[src/hsrn_pkg.sv]
package hsrn_pkg;

    localparam int MAX_RING  = 32;
    localparam int MAX_LEVEL = 10;

    // Fixed field widths
    localparam int IDX_W  = 12;
    localparam int LEV_W  = 4;
    localparam int NIDX_W = 13;

    // Farthest cell from the origin any walk can reach
    localparam int FAR_RING = MAX_RING + MAX_LEVEL;
    localparam int RING_W   = $clog2(FAR_RING + 1);
    localparam int COORD_W  = RING_W + 1;

    // Center index decode
    localparam int LIMIT  = 3 * MAX_RING * (MAX_RING + 1);
    localparam int RN_W   = $clog2(MAX_RING + 1);
    localparam int T_W    = $clog2(LIMIT + 1);
    localparam int CMP_W  = (T_W > IDX_W) ? T_W : IDX_W;
    localparam int OFF_W  = $clog2(6 * MAX_RING);

    // Spiral index rebuild
    localparam int CALC_W   = (2 * RING_W + 2 > NIDX_W) ? 2 * RING_W + 2 : NIDX_W;
    localparam int NIDX_MAX = 3 * FAR_RING * (FAR_RING + 1);

    localparam int Q_DEPTH = 2;
    localparam int QPTR_W  = $clog2(Q_DEPTH);
    localparam int QCNT_W  = $clog2(Q_DEPTH + 1);

    typedef logic signed [COORD_W-1:0] coord_t;
    typedef logic [RING_W-1:0]         ring_t;
    typedef logic [2:0]                seg_t;
    typedef logic signed [1:0]         dir_t;
    typedef logic [LEV_W-1:0]          lev_t;

    localparam int   NUM_SEG  = 6;
    localparam seg_t LAST_SEG = seg_t'(NUM_SEG - 1);

    localparam dir_t DIR_POS  = 2'sd1;
    localparam dir_t DIR_NEG  = -2'sd1;
    localparam dir_t DIR_ZERO = 2'sd0;

    localparam dir_t DIR_L [NUM_SEG] = '{DIR_ZERO, DIR_NEG, DIR_NEG, DIR_ZERO, DIR_POS, DIR_POS};
    localparam dir_t DIR_K [NUM_SEG] = '{DIR_POS, DIR_POS, DIR_ZERO, DIR_NEG, DIR_NEG, DIR_ZERO};

    typedef struct packed {
        logic [IDX_W-1:0] cell_index;
        lev_t             ring_level;
    } req_t;

    typedef struct packed {
        logic [NIDX_W-1:0] neighbor_index;
        logic              last;
    } res_t;

    // One center cell handed from the decoder to the ring walker
    typedef struct packed {
        coord_t l;
        coord_t k;
        lev_t   lev;
    } cmd_t;

    // c + dv * amt, with dv one of -1, 0, +1
    function automatic coord_t apply_dir(coord_t c, dir_t dv, coord_t amt);
        coord_t r;
        unique case (dv)
            DIR_POS: r = c + amt;
            DIR_NEG: r = c - amt;
            default: r = c;
        endcase
        return r;
    endfunction

    function automatic ring_t mag(coord_t v);
        coord_t a;
        a = v[COORD_W-1] ? -v : v;
        return a[RING_W-1:0];
    endfunction

endpackage

[src/hsrn_fifo.sv]
module hsrn_fifo (
    input  logic            clk,
    input  logic            rst_n,
    input  logic            wr_en,
    input  hsrn_pkg::cmd_t  wr_data,
    output logic            full,
    input  logic            rd_en,
    output logic            valid,
    output hsrn_pkg::cmd_t  rd_data
);

    hsrn_pkg::cmd_t                   mem_reg [hsrn_pkg::Q_DEPTH];
    logic [hsrn_pkg::QPTR_W-1:0]      wr_ptr_reg;
    logic [hsrn_pkg::QPTR_W-1:0]      rd_ptr_reg;
    logic [hsrn_pkg::QCNT_W-1:0]      cnt_reg;
    logic                             do_wr;
    logic                             do_rd;

    assign full    = (cnt_reg == hsrn_pkg::QCNT_W'(hsrn_pkg::Q_DEPTH));
    assign valid   = (cnt_reg != '0);
    assign do_wr   = wr_en && !full;
    assign do_rd   = rd_en && valid;
    assign rd_data = mem_reg[rd_ptr_reg];

    always_ff @(posedge clk)
    begin
        if (do_wr)
        begin
            mem_reg[wr_ptr_reg] <= wr_data;
        end
    end

    always_ff @(posedge clk or negedge rst_n)
    begin
        if (!rst_n)
        begin
            wr_ptr_reg <= '0;
            rd_ptr_reg <= '0;
            cnt_reg    <= '0;
        end
        else
        begin
            if (do_wr)
            begin
                wr_ptr_reg <= (wr_ptr_reg == hsrn_pkg::QPTR_W'(hsrn_pkg::Q_DEPTH - 1))
                              ? '0 : wr_ptr_reg + 1'b1;
            end
            if (do_rd)
            begin
                rd_ptr_reg <= (rd_ptr_reg == hsrn_pkg::QPTR_W'(hsrn_pkg::Q_DEPTH - 1))
                              ? '0 : rd_ptr_reg + 1'b1;
            end
            if (do_wr && !do_rd)
            begin
                cnt_reg <= cnt_reg + 1'b1;
            end
            else if (do_rd && !do_wr)
            begin
                cnt_reg <= cnt_reg - 1'b1;
            end
        end
    end

endmodule

[src/hsrn_front.sv]
module hsrn_front (
    input  logic            clk,
    input  logic            rst_n,
    input  logic            push,
    output logic            full,
    input  hsrn_pkg::req_t  item,
    output logic            q_push,
    output hsrn_pkg::cmd_t  q_data,
    input  logic            q_full
);

    typedef enum logic [1:0] {
        ST_IDLE,
        ST_RING,
        ST_SEG,
        ST_PUSH
    } state_t;

    state_t                          state_reg;
    logic [hsrn_pkg::IDX_W-1:0]      idx_reg;
    hsrn_pkg::lev_t                  lev_reg;
    logic [hsrn_pkg::RN_W-1:0]       n_reg;
    logic [hsrn_pkg::CMP_W-1:0]      t_reg;    // 3n(n+1), last index of ring n
    logic [hsrn_pkg::OFF_W-1:0]      off_reg;
    hsrn_pkg::seg_t                  seg_reg;
    hsrn_pkg::coord_t                cl_reg;
    hsrn_pkg::coord_t                ck_reg;

    logic                            drop;
    logic [hsrn_pkg::CMP_W-1:0]      idx_c;
    logic [hsrn_pkg::CMP_W-1:0]      n_c;
    logic [hsrn_pkg::CMP_W-1:0]      np1_c;
    logic [hsrn_pkg::CMP_W-1:0]      t_inc;
    logic [hsrn_pkg::CMP_W-1:0]      off_full;
    hsrn_pkg::coord_t                nc;
    hsrn_pkg::coord_t                p1c;

    assign drop = (item.ring_level == '0)
               || (item.ring_level > hsrn_pkg::LEV_W'(hsrn_pkg::MAX_LEVEL))
               || (32'(item.cell_index) > 32'(hsrn_pkg::LIMIT));

    assign idx_c    = hsrn_pkg::CMP_W'(idx_reg);
    assign n_c      = hsrn_pkg::CMP_W'(n_reg);
    assign np1_c    = n_c + 1'b1;
    assign t_inc    = (np1_c << 2) + (np1_c << 1);
    // idx - 1 - 3n(n-1), with 3n(n-1) = t - 6n
    assign off_full = idx_c - 1'b1 - t_reg + (n_c << 2) + (n_c << 1);
    assign nc       = hsrn_pkg::coord_t'(n_reg);
    assign p1c      = hsrn_pkg::coord_t'(off_reg) + 1'b1;

    assign full   = (state_reg != ST_IDLE);
    assign q_push = (state_reg == ST_PUSH);
    assign q_data = '{l: cl_reg, k: ck_reg, lev: lev_reg};

    always_ff @(posedge clk or negedge rst_n)
    begin
        if (!rst_n)
        begin
            state_reg <= ST_IDLE;
            idx_reg   <= '0;
            lev_reg   <= '0;
            n_reg     <= '0;
            t_reg     <= '0;
            off_reg   <= '0;
            seg_reg   <= '0;
            cl_reg    <= '0;
            ck_reg    <= '0;
        end
        else
        begin
            unique case (state_reg)
                ST_IDLE:
                begin
                    if (push && !drop)
                    begin
                        idx_reg <= item.cell_index;
                        lev_reg <= item.ring_level;
                        if (item.cell_index == '0)
                        begin
                            cl_reg    <= '0;
                            ck_reg    <= '0;
                            state_reg <= ST_PUSH;
                        end
                        else
                        begin
                            n_reg     <= hsrn_pkg::RN_W'(1);
                            t_reg     <= hsrn_pkg::CMP_W'(6);
                            state_reg <= ST_RING;
                        end
                    end
                end
                ST_RING:
                begin
                    // one ring per cycle until the ring's last index reaches idx
                    if (t_reg < idx_c)
                    begin
                        n_reg <= n_reg + 1'b1;
                        t_reg <= t_reg + t_inc;
                    end
                    else
                    begin
                        off_reg   <= off_full[hsrn_pkg::OFF_W-1:0];
                        seg_reg   <= '0;
                        cl_reg    <= nc;
                        ck_reg    <= -nc;
                        state_reg <= ST_SEG;
                    end
                end
                ST_SEG:
                begin
                    // one full side per cycle, then the partial step on the final side
                    if (off_reg >= hsrn_pkg::OFF_W'(n_reg) && seg_reg != hsrn_pkg::LAST_SEG)
                    begin
                        off_reg <= off_reg - hsrn_pkg::OFF_W'(n_reg);
                        cl_reg  <= hsrn_pkg::apply_dir(cl_reg, hsrn_pkg::DIR_L[seg_reg], nc);
                        ck_reg  <= hsrn_pkg::apply_dir(ck_reg, hsrn_pkg::DIR_K[seg_reg], nc);
                        seg_reg <= seg_reg + 1'b1;
                    end
                    else
                    begin
                        cl_reg    <= hsrn_pkg::apply_dir(cl_reg, hsrn_pkg::DIR_L[seg_reg], p1c);
                        ck_reg    <= hsrn_pkg::apply_dir(ck_reg, hsrn_pkg::DIR_K[seg_reg], p1c);
                        state_reg <= ST_PUSH;
                    end
                end
                ST_PUSH:
                begin
                    if (!q_full)
                    begin
                        state_reg <= ST_IDLE;
                    end
                end
                default:
                begin
                    state_reg <= ST_IDLE;
                end
            endcase
        end
    end

endmodule

[src/hsrn_back.sv]
module hsrn_back (
    input  logic            clk,
    input  logic            rst_n,
    input  logic            q_valid,
    input  hsrn_pkg::cmd_t  q_data,
    output logic            q_pop,
    output logic            empty,
    input  logic            pop,
    output hsrn_pkg::res_t  result
);

    // Walker
    logic                    busy_reg;
    hsrn_pkg::coord_t        l_reg;
    hsrn_pkg::coord_t        k_reg;
    hsrn_pkg::seg_t          d_reg;
    hsrn_pkg::lev_t          s_reg;
    hsrn_pkg::lev_t          lev_reg;

    // Stage 1: visited cell
    logic                    v1_reg;
    hsrn_pkg::coord_t        l1_reg;
    hsrn_pkg::coord_t        k1_reg;
    logic                    last1_reg;

    // Stage 2: ring, side and position
    logic                    v2_reg;
    hsrn_pkg::ring_t         ring2_reg;
    hsrn_pkg::seg_t          seg2_reg;
    hsrn_pkg::ring_t         along2_reg;
    logic                    zero2_reg;
    logic                    last2_reg;

    // Stage 3: result register
    logic                    out_valid_reg;
    hsrn_pkg::res_t          out_reg;

    logic                    en;
    logic                    side_end;
    logic                    walk_last;
    hsrn_pkg::coord_t        l_step;
    hsrn_pkg::coord_t        k_step;
    hsrn_pkg::coord_t        lev_c;

    hsrn_pkg::coord_t        sum1;
    hsrn_pkg::ring_t         ml;
    hsrn_pkg::ring_t         mk;
    hsrn_pkg::ring_t         ms;
    hsrn_pkg::ring_t         ring_c;
    hsrn_pkg::seg_t          seg_c;
    hsrn_pkg::ring_t         along_c;

    logic [hsrn_pkg::CALC_W-1:0] rc;
    logic [hsrn_pkg::CALC_W-1:0] rr;
    logic [hsrn_pkg::CALC_W-1:0] idx_calc;

    assign en     = !out_valid_reg || pop;
    assign empty  = !out_valid_reg;
    assign result = out_reg;
    assign q_pop  = en && !busy_reg && q_valid;

    assign side_end  = (s_reg + 1'b1 == lev_reg);
    assign walk_last = side_end && (d_reg == hsrn_pkg::LAST_SEG);
    assign l_step    = hsrn_pkg::apply_dir(l_reg, hsrn_pkg::DIR_L[d_reg], hsrn_pkg::coord_t'(1));
    assign k_step    = hsrn_pkg::apply_dir(k_reg, hsrn_pkg::DIR_K[d_reg], hsrn_pkg::coord_t'(1));
    assign lev_c     = hsrn_pkg::coord_t'(q_data.lev);

    // Axial to spiral, first half
    always_comb
    begin
        sum1 = l1_reg + k1_reg;
        ml   = hsrn_pkg::mag(l1_reg);
        mk   = hsrn_pkg::mag(k1_reg);
        ms   = hsrn_pkg::mag(sum1);
        if ((l1_reg > 0 && k1_reg > 0) || (l1_reg < 0 && k1_reg < 0))
        begin
            ring_c = ms;
        end
        else
        begin
            ring_c = (ml > mk) ? ml : mk;
        end
        seg_c = '0;
        if (ms == ring_c && k1_reg != 0)
        begin
            seg_c = seg_c + 3'd1;
        end
        if (mk == ring_c && l1_reg != 0)
        begin
            seg_c = seg_c + 3'd2;
        end
        if (sum1 <= 0 && k1_reg < $signed({1'b0, ring_c}))
        begin
            seg_c = seg_c + 3'd3;
        end
        if (seg_c == 3'd0 || seg_c == 3'd3)
        begin
            along_c = ring_c - mk - 1'b1;
        end
        else if (seg_c == 3'd1 || seg_c == 3'd4)
        begin
            along_c = ring_c - ml - 1'b1;
        end
        else
        begin
            along_c = ml - 1'b1;
        end
    end

    // Second half: 1 + 3r(r-1) + seg*r + along
    assign rc       = hsrn_pkg::CALC_W'(ring2_reg);
    assign rr       = rc * (rc - 1'b1);
    assign idx_calc = hsrn_pkg::CALC_W'(1) + (rr << 1) + rr
                    + hsrn_pkg::CALC_W'(seg2_reg) * rc
                    + hsrn_pkg::CALC_W'(along2_reg);

    always_ff @(posedge clk or negedge rst_n)
    begin
        if (!rst_n)
        begin
            busy_reg      <= 1'b0;
            v1_reg        <= 1'b0;
            v2_reg        <= 1'b0;
            out_valid_reg <= 1'b0;
        end
        else if (en)
        begin
            v1_reg        <= busy_reg;
            v2_reg        <= v1_reg;
            out_valid_reg <= v2_reg;
            if (busy_reg && walk_last)
            begin
                busy_reg <= 1'b0;
            end
            else if (!busy_reg && q_valid)
            begin
                busy_reg <= 1'b1;
            end
        end
    end

    always_ff @(posedge clk)
    begin
        if (en)
        begin
            if (busy_reg)
            begin
                l_reg <= l_step;
                k_reg <= k_step;
                if (side_end)
                begin
                    s_reg <= '0;
                    d_reg <= d_reg + 1'b1;
                end
                else
                begin
                    s_reg <= s_reg + 1'b1;
                end
            end
            else if (q_valid)
            begin
                l_reg   <= q_data.l + lev_c;
                k_reg   <= q_data.k - lev_c;
                lev_reg <= q_data.lev;
                s_reg   <= '0;
                d_reg   <= '0;
            end

            l1_reg    <= l_step;
            k1_reg    <= k_step;
            last1_reg <= walk_last;

            ring2_reg  <= ring_c;
            seg2_reg   <= seg_c;
            along2_reg <= along_c;
            zero2_reg  <= (l1_reg == 0) && (k1_reg == 0);
            last2_reg  <= last1_reg;

            out_reg.neighbor_index <= zero2_reg ? '0 : idx_calc[hsrn_pkg::NIDX_W-1:0];
            out_reg.last           <= last2_reg;
        end
    end

endmodule

[src/hex_spiral_ring_neighbors_unit.sv]
// Channel   Ports                   Direction  Request
// ------    ---------------------   ---------  ------------------------------
// item      push, full, item        in         cell_index, ring_level
// result    empty, pop, result      out        neighbor_index, last
//
// Front decodes the center index: one ring per cycle, then one side per cycle, and then
// pushes it into the queue, waiting while that is full; invalid requests drop at once.
// Back loads a center from the queue, then walks its 6*ring_level cells one cell per cycle
// unless a result waits unpopped; stages: visited cell, ring/side/position, result.
// A two-entry queue sits between them, so the front can decode while the back walks.
// Reset clears control and front data only; low pop freezes the back while a result waits.
module hex_spiral_ring_neighbors_unit (
    input  logic            clk,
    input  logic            rst_n,
    input  logic            push,
    output logic            full,
    input  hsrn_pkg::req_t  item,
    output logic            empty,
    input  logic            pop,
    output hsrn_pkg::res_t  result
);

    logic            q_push;
    logic            q_full;
    logic            q_valid;
    logic            q_pop;
    hsrn_pkg::cmd_t  q_wdata;
    hsrn_pkg::cmd_t  q_rdata;

    hsrn_front u_front (
        .clk    (clk),
        .rst_n  (rst_n),
        .push   (push),
        .full   (full),
        .item   (item),
        .q_push (q_push),
        .q_data (q_wdata),
        .q_full (q_full)
    );

    hsrn_fifo u_fifo (
        .clk     (clk),
        .rst_n   (rst_n),
        .wr_en   (q_push),
        .wr_data (q_wdata),
        .full    (q_full),
        .rd_en   (q_pop),
        .valid   (q_valid),
        .rd_data (q_rdata)
    );

    hsrn_back u_back (
        .clk     (clk),
        .rst_n   (rst_n),
        .q_valid (q_valid),
        .q_data  (q_rdata),
        .q_pop   (q_pop),
        .empty   (empty),
        .pop     (pop),
        .result  (result)
    );

endmodule

[config.mk]
export PLATFORM = sky130hd
export DESIGN_NAME = hex_spiral_ring_neighbors_unit
export DESIGN_NICKNAME = d
export VERILOG_FILES = /design/src/hsrn_pkg.sv /design/src/hsrn_fifo.sv /design/src/hsrn_front.sv /design/src/hsrn_back.sv /design/src/hex_spiral_ring_neighbors_unit.sv
export SDC_FILE = /design/constraint.sdc
export NUM_CORES = 1
export LEC_CHECK = 0
export ABC_CLOCK_PERIOD_IN_PS = 13500
export BUFFER_PORTS_ARGS = -buffer_cell sky130_fd_sc_hd__buf_4
export CAP_MARGIN = 10
export CORE_UTILIZATION = 32
export CTS_BUF_LIST = sky130_fd_sc_hd__clkbuf_2
export DETAILED_ROUTE_END_ITERATION = 8
export PLACE_DENSITY = 0.55
export SYNTH_ARGS = -nofsm -noshare
export SYNTH_HDL_FRONTEND = slang
export SYNTH_HIERARCHICAL = 1
export SYNTH_SLANG_ARGS = --single-unit
[constraint.sdc]
create_clock -name clk -period 13.5 [get_ports clk]
set_input_delay 4.05 -clock clk [delete_from_list [all_inputs] [get_ports clk]]
set_output_delay 4.05 -clock clk [all_outputs]
set_load 0.01 [all_outputs]
==> results.toml, run 1 <==
[outcome]
status = "completed"

[sta]
finalWorstSetupSlack_ns = 5.561
timing_max_transition_violations_final = 0
timing.fmax_mhz = 126.0
post_route_setup_tns_ns = 0
timing.final.crit_share_pct = 58.81
worst_slew_pin_slew_ns = 1.032
final_worst_path_period_need_ns = 7.939
timing.final.setup_violations = 0
slew_headroom_pct = 30.49
rsz0062_at_grt = "false"
skew_ns = 0.05432
final-hold-violation-count = 0

[logic_synthesis]
synth_edf_count = 107
yosys_most_used_dff = "sky130_fd_sc_hd__edfxtp_1"
synth_sequential_area_ratio_pct = 31.72
netlist_area_mm2 = 0.01549
netlist_instances = 1562
postSynthAreaPerCell_um2 = 9.918
synthDistinctLibCells = 87
syn-num-nets = 1830
ys_async_sr_fraction_pct = 38.86
synth_seq_cells = 175
synthesis.yosys.warnings = 6

[drt]
vias = 10610
drc_errors = 0
detailedRoute.firstPassIterationCount = 4
postRouteAntennaNets = 0
drt_first_iter_violations = 470
detail_route.wirelength_um = 32720
drt-wirelength-per-cell_um = 14.87
post_drt_via_cell_ratio = 4.820

[clock_network]
setup_fix_bufs_post_cts = 0
cts.path.max_buffers = 2
root_buffer_cell = "sky130_fd_sc_hd__clkbuf_2"
cts_hold_buffers = 0
cts-buffers-inserted = 17
insertion_delay_ns = 0.86
cts_resized = 0
cts_htree_levels = 4
clock_pin_slew_reported_for_the_worst_setup_and_hold_paths_after_clock_tree_synthesis_ns = 0.30
cts_tree = "yes"
cts_sinks = 175

[setup_path]
crit_path_top_delay_cell = "sky130_fd_sc_hd__edfxtp_1"
critPathKind = "reg -> reg"
cp_slowest_stage_delay_ns = 0.65
worstPathArrival_ns = 8.66
cp_data_required_time_ns = 14.22
worst_setup_path_start_kind = "flip-flop"
worst_setup_path_end_kind = "flip-flop"
crit_fanout = 12

[layout]
layout_commonest_cell = "sky130_fd_sc_hd__inv_1"
layout-drive-gt1-share_pct = 9.407
most-common-layout-cells = "197 x sky130_fd_sc_hd__inv_1, 177 x sky130_fd_sc_hd__ha_1, 110 x sky130_fd_sc_hd__nand2_1"
largest_register_ff_count = 36
area_growth_syn_to_layout_pct = 6.817
final_net_count = 1839
layout.filler_cells = 4811

[die]
dieHeight_um = 222.0
start_util_pct = 32.45
placementRows = 80
core-area_mm2 = 0.04775
die-area_mm2 = 0.04930
count_of_boundary_i_o_pins = 36
die-width_um = 222.0

[global_routing]
first_global_vias = 10890
number_of_antenna_violations_at_the_first_check_in_global_routing = 1
pin_count_of_the_biggest_net_entering_global_routing = 69
grt_remaining_overflow = 0
gr-usage-all-layers_pct = 13.86
grt_first_pass_wirelength_um = 54970

[worst_hold_path]
worstHoldPathType = "reg -> reg"

[placement]
dp.final_hpwl_um = 26050
detailedPlace.worstSlack_ns = 5.590
finalWeightedCongestion = 0.8555
buffer_ports.inserted = 35

[flow_run]
max_cap_violations = 0
## cell families after synthesis
logic type               count (synthesis)  synth area share [%]
AO/OA/AOI/OAI                          285                 11.93
XOR/XNOR                               141                 8.294
adder cells (fa/ha/maj)                248                 23.47
buffers and inverters                  250                 6.671
flip-flops                             175                 31.72
multiplexers                            78                 5.831
AND/OR/NAND/NOR                        385                 12.08
## cell usage after synthesis (all sizes together), types with 3 or more instances
master,number,area (µm²)
nand2,111,419.2
xnor2,89,787.0
or3,14,95.09
nand2b,24,150.1
or4,3,22.52
a21o,21,157.7
nand3,27,135.1
a22oi,4,30.03
a31oi,9,62.56
ha,177,2215
and2,17,108.9
nor2b,37,231.5
nor2,100,377.9
a21boi,8,60.06
fa,71,1421
or2,5,31.28
mux2i,33,359.1
xor2,50,452.9
nor4,4,40.04
clkbuf,35,141.4
a21oi,87,465.4
mux2,45,544.3
o22ai,4,25.02
nand4,6,37.54
o211ai,7,52.55
o21bai,8,60.06
o21ai,76,380.4
and3,10,62.56
a211oi,11,92.58
buf,15,141.4
dfrtp,68,1702
edfxtp,107,3213
o31ai,14,118.9
nor3,20,100.1
inv,198,743.2
a211o,4,36.29
o21a,10,75.07
o221ai,4,35.03
## metrics by stage
step	cells	hold slack, ns	utilization, %	instance area [µm²]
2_1_floorplan	1562	0.4003	-	15490
3_3_place_gp	2167	0.4045	34.12	16290
3_5_place_dp	2167	0.4063	34.12	16290
4_1_cts	2199	0.4438	34.65	16550
5_1_grt	2200	0.4505	34.66	16550
6_report	2200	0.4453	34.66	16550
## path summary, 6_finish.rpt
| path | start | end | slack (ns) | cells after the start |
|---|---|---|---|---|
| max in group asynchronous | rst_n | u_front/lev_reg[0] | 9.57 | 1 |
| min | u_back/last1_reg | u_back/last2_reg | 0.45 | 0 |
| min in group asynchronous | rst_n | u_front/off_reg[6] | 3.30 | 1 |
| max reg2reg | u_back/ring2_reg[0] | u_back/result[13] | 5.56 | 30 |
| max | u_back/ring2_reg[0] | u_back/result[13] | 5.56 | 30 |
| min reg2reg | u_back/last1_reg | u_back/last2_reg | 0.45 | 0 |
## routing by layer
layer,part of all wire (%),wire length [µm],track usage [%],vias to the layer above
met5,0,0,0,-
met4,1.8,573,4.211,0
met3,2.0,648,1.895,32
met2,51,16540,24.78,104
met1,46,14960,17.18,5119
li1,-,-,-,5350
## final cells by class
class | instances | area (µm²) | share of cell area (%)
inverter | 200 | 750.7 | 4.537
antenna | 1 | 2.502 | 0.01512
tap | 615 | 769.5 | 4.650
clock buffer | 17 | 85.08 | 0.5141
sequential | 175 | 4915 | 29.70
timing repair buffer | 40 | 300.3 | 1.815
clock inverter | 15 | 167.7 | 1.013
multi-input combinational | 1137 | 9558 | 57.76
## critical path: cells and delay by family (launching register included)
family | cells | cell delay (ns)
AOI/OAI and AO/OA | 7 | 1.13
and+or+nand+nor | 6 | 1.29
adders and majority gates | 10 | 4.02
buffers and inverters | 6 | 0.55
xor gates and xnor gates | 1 | 0.22
DFF | 1 | 0.65
Power of run 1 is not shown: default switching activity piles up to over one toggle a cycle in this logic, so the estimate is an artifact.
==> run 2: changes to the inputs <==
ABC_AREA = 1   (was not set)
ABC_CLOCK_PERIOD_IN_PS = 7950   (was 13500)
clock period = 7.95 ns   (was 13.5 ns; I/O delays follow)
==> results.toml, run 2 <==
[outcome]
status = "completed"

[logic_synthesis]
synth_area_leader_cell = "sky130_fd_sc_hd__edfxtp_1"
postSynthAreaPerCell_um2 = 8.074
ys_async_sr_fraction_pct = 38.86
netlist_top_cells_area = "sky130_fd_sc_hd__edfxtp_1 20%, sky130_fd_sc_hd__ha_1 14%, sky130_fd_sc_hd__nand2_1 11%, sky130_fd_sc_hd__dfrtp_1 11%, sky130_fd_sc_hd__fa_1 9.0%"
syn-num-nets = 2220
netlist_area_mm2 = 0.01576
synthDominantCellAreaShare_pct = 20.39
yosysMostFrequentCell = "sky130_fd_sc_hd__nand2_1"
synth_edf_count = 107
synth_seq_cells = 175
synthDistinctLibCells = 51
synth_sequential_area_ratio_pct = 31.18
yosys_most_used_dff = "sky130_fd_sc_hd__edfxtp_1"
synthesis.yosys.warnings = 6
netlist_instances = 1952
synthTopCellsByCount = "462 x sky130_fd_sc_hd__nand2_1, 318 x sky130_fd_sc_hd__inv_1, 177 x sky130_fd_sc_hd__ha_1, 128 x sky130_fd_sc_hd__nor2_1, 119 x sky130_fd_sc_hd__o21ai_0"

[setup_path]
crit_path_top_delay_cell = "sky130_fd_sc_hd__fa_1"
worst_setup_path_start_kind = "flip-flop"
critPathKind = "reg -> reg"
worst_path_most_repeated_cell = "sky130_fd_sc_hd__nand2_1"
r2r_end = "u_back/result[13]"
worstSetupStartpoint = "u_back/ring2_reg[0]"
cp_slowest_stage_delay_ns = 0.55
regToRegSetupSlack_ns = 0.62
regToRegStartpoint = "u_back/ring2_reg[0]"
reg2regPathDepth = 33
crit_fanout = 8
cp_data_required_time_ns = 8.76
crit_path_end = "u_back/result[13]"
worst_setup_path_end_kind = "flip-flop"
worstPathArrival_ns = 8.15

[global_routing]
grt_first_pass_wirelength_um = 60490
grt_remaining_overflow = 0
gr-usage-all-layers_pct = 15.07
pin_count_of_the_biggest_net_entering_global_routing = 69
number_of_antenna_violations_at_the_first_check_in_global_routing = 2
first_global_vias = 12310

[clock_network]
cts_htree_levels = 4
cts.path.max_buffers = 2
insertion_delay_ns = 1.03
cts_sinks = 175
cts_hold_buffers = 0
cts_tree = "yes"
root_buffer_cell = "sky130_fd_sc_hd__clkbuf_2"
cts-buffers-inserted = 17
clock_pin_slew_reported_for_the_worst_setup_and_hold_paths_after_clock_tree_synthesis_ns = 0.30

[drt]
detail_route.wirelength_um = 35430
drt_first_iter_violations = 653
postRouteAntennaNets = 0
vias = 12360
drc_errors = 0
detailedRoute.firstPassIterationCount = 7
post_drt_via_cell_ratio = 4.668
drt-wirelength-per-cell_um = 13.38

[sta]
timing.final.setup_violations = 0
skew_ns = 0.07524
slew_headroom_pct = 27.72
timing.final.crit_share_pct = 92.26
post_route_setup_tns_ns = 0
worst_slew_pin_slew_ns = 1.083
timing.fmax_mhz = 136.3
rsz0062_at_grt = "false"
timing.hold.ws_ns = 0.4653
finalWorstSetupSlack_ns = 0.6150
timing_max_transition_violations_final = 0
final_worst_path_period_need_ns = 7.335
final-hold-violation-count = 0

[die]
die-width_um = 223.9
die-area_mm2 = 0.05014
dieHeight_um = 223.9
placementRows = 80
start_util_pct = 32.73
count_of_boundary_i_o_pins = 36
core-area_mm2 = 0.04815

[layout]
layout-drive-gt1-share_pct = 8.400
most-common-layout-cells = "462 x sky130_fd_sc_hd__nand2_1, 316 x sky130_fd_sc_hd__inv_1, 176 x sky130_fd_sc_hd__ha_1"
layout.filler_cells = 4994
area_growth_syn_to_layout_pct = 7.891
fin_util_pct = 35.32
final_net_count = 2243
layout_commonest_cell = "sky130_fd_sc_hd__nand2_1"
largest_register_ff_count = 36

[placement]
detailedPlace.worstSlack_ns = 0.3845
finalWeightedCongestion = 0.8412
dp.final_hpwl_um = 28050
buffer_ports.inserted = 35

[flow_run]
max_cap_violations = 0

[worst_hold_path]
worstHoldPathType = "reg -> reg"
-- run 2: critical path, delay by kind of cell (launching register included) --
family	cells	cell delay, ns
flops	1	0.47
fa+ha+maj	11	4.51
compound gates	5	0.73
buf+inv	7	0.46
xor+xnor	1	0.14
simple gates	9	0.85
-- run 2: repair_timing --
action / in CTS / in global routing
buffers inserted: 0 / 0
endpoints found under the setup margin: 0 / 1
resized for setup: 0 / 6
-- run 2: metrics by stage --
step / area [µm²] / instances
6_report: 17000 / 2647
5_1_grt: 17000 / 2647
4_1_cts: 16980 / 2644
3_5_place_dp: 16690 / 2612
3_3_place_gp: 16690 / 2612
2_1_floorplan: 15760 / 1952
-- run 2: final cells by class --
type	instances	area, µm²	area share, %
antenna	3	7.507	0.04415
clock buffer	17	85.08	0.5004
clock inverter	15	198.9	1.170
inverter	334	1254	7.373
multi-input combinational	1403	9393	55.24
sequential	175	4915	28.90
tap	656	820.8	4.827
timing repair buffer	44	330.3	1.943
-- run 2: per-layer routing --
layer / global-route usage (%) / wire length, µm / vias to the layer above
li1: - / - / 6371
met1: 18.81 / 16540 / 5767
met2: 25.90 / 17070 / 162
met3: 2.610 / 923 / 55
met4: 5.634 / 891 / 0
met5: 0 / 0 / -
-- run 2: cells by family (layout without fill, tap and decap cells) --
group                    after synthesis  in the layout  synth area share (%)
adder cells (fa/ha/maj)              248            248                 23.07
flip-flops                           175            175                 31.18
buffers and inverters                374            410                 9.368
other                                  0              3                     0
AND/OR/NAND/NOR                      815            815                 22.68
AO/OA/AOI/OAI                        263            263                 9.352
XOR/XNOR                              72             72                 4.001
multiplexers                           5              5                0.3414
-- run 2: worst min-delay path by stage --
stage,startpoint,to,depth (start not counted)
after floorplan,u_back/last1_reg,u_back/last2_reg,0
after global placement,u_back/last1_reg,u_back/last2_reg,0
after detailed placement,u_back/last1_reg,u_back/last2_reg,0
after CTS,u_back/last1_reg,u_back/last2_reg,0
after global routing,u_back/last2_reg,u_back/result[0],0
final,u_back/last1_reg,u_back/last2_reg,0
Power of run 2 is left out for the same reason.
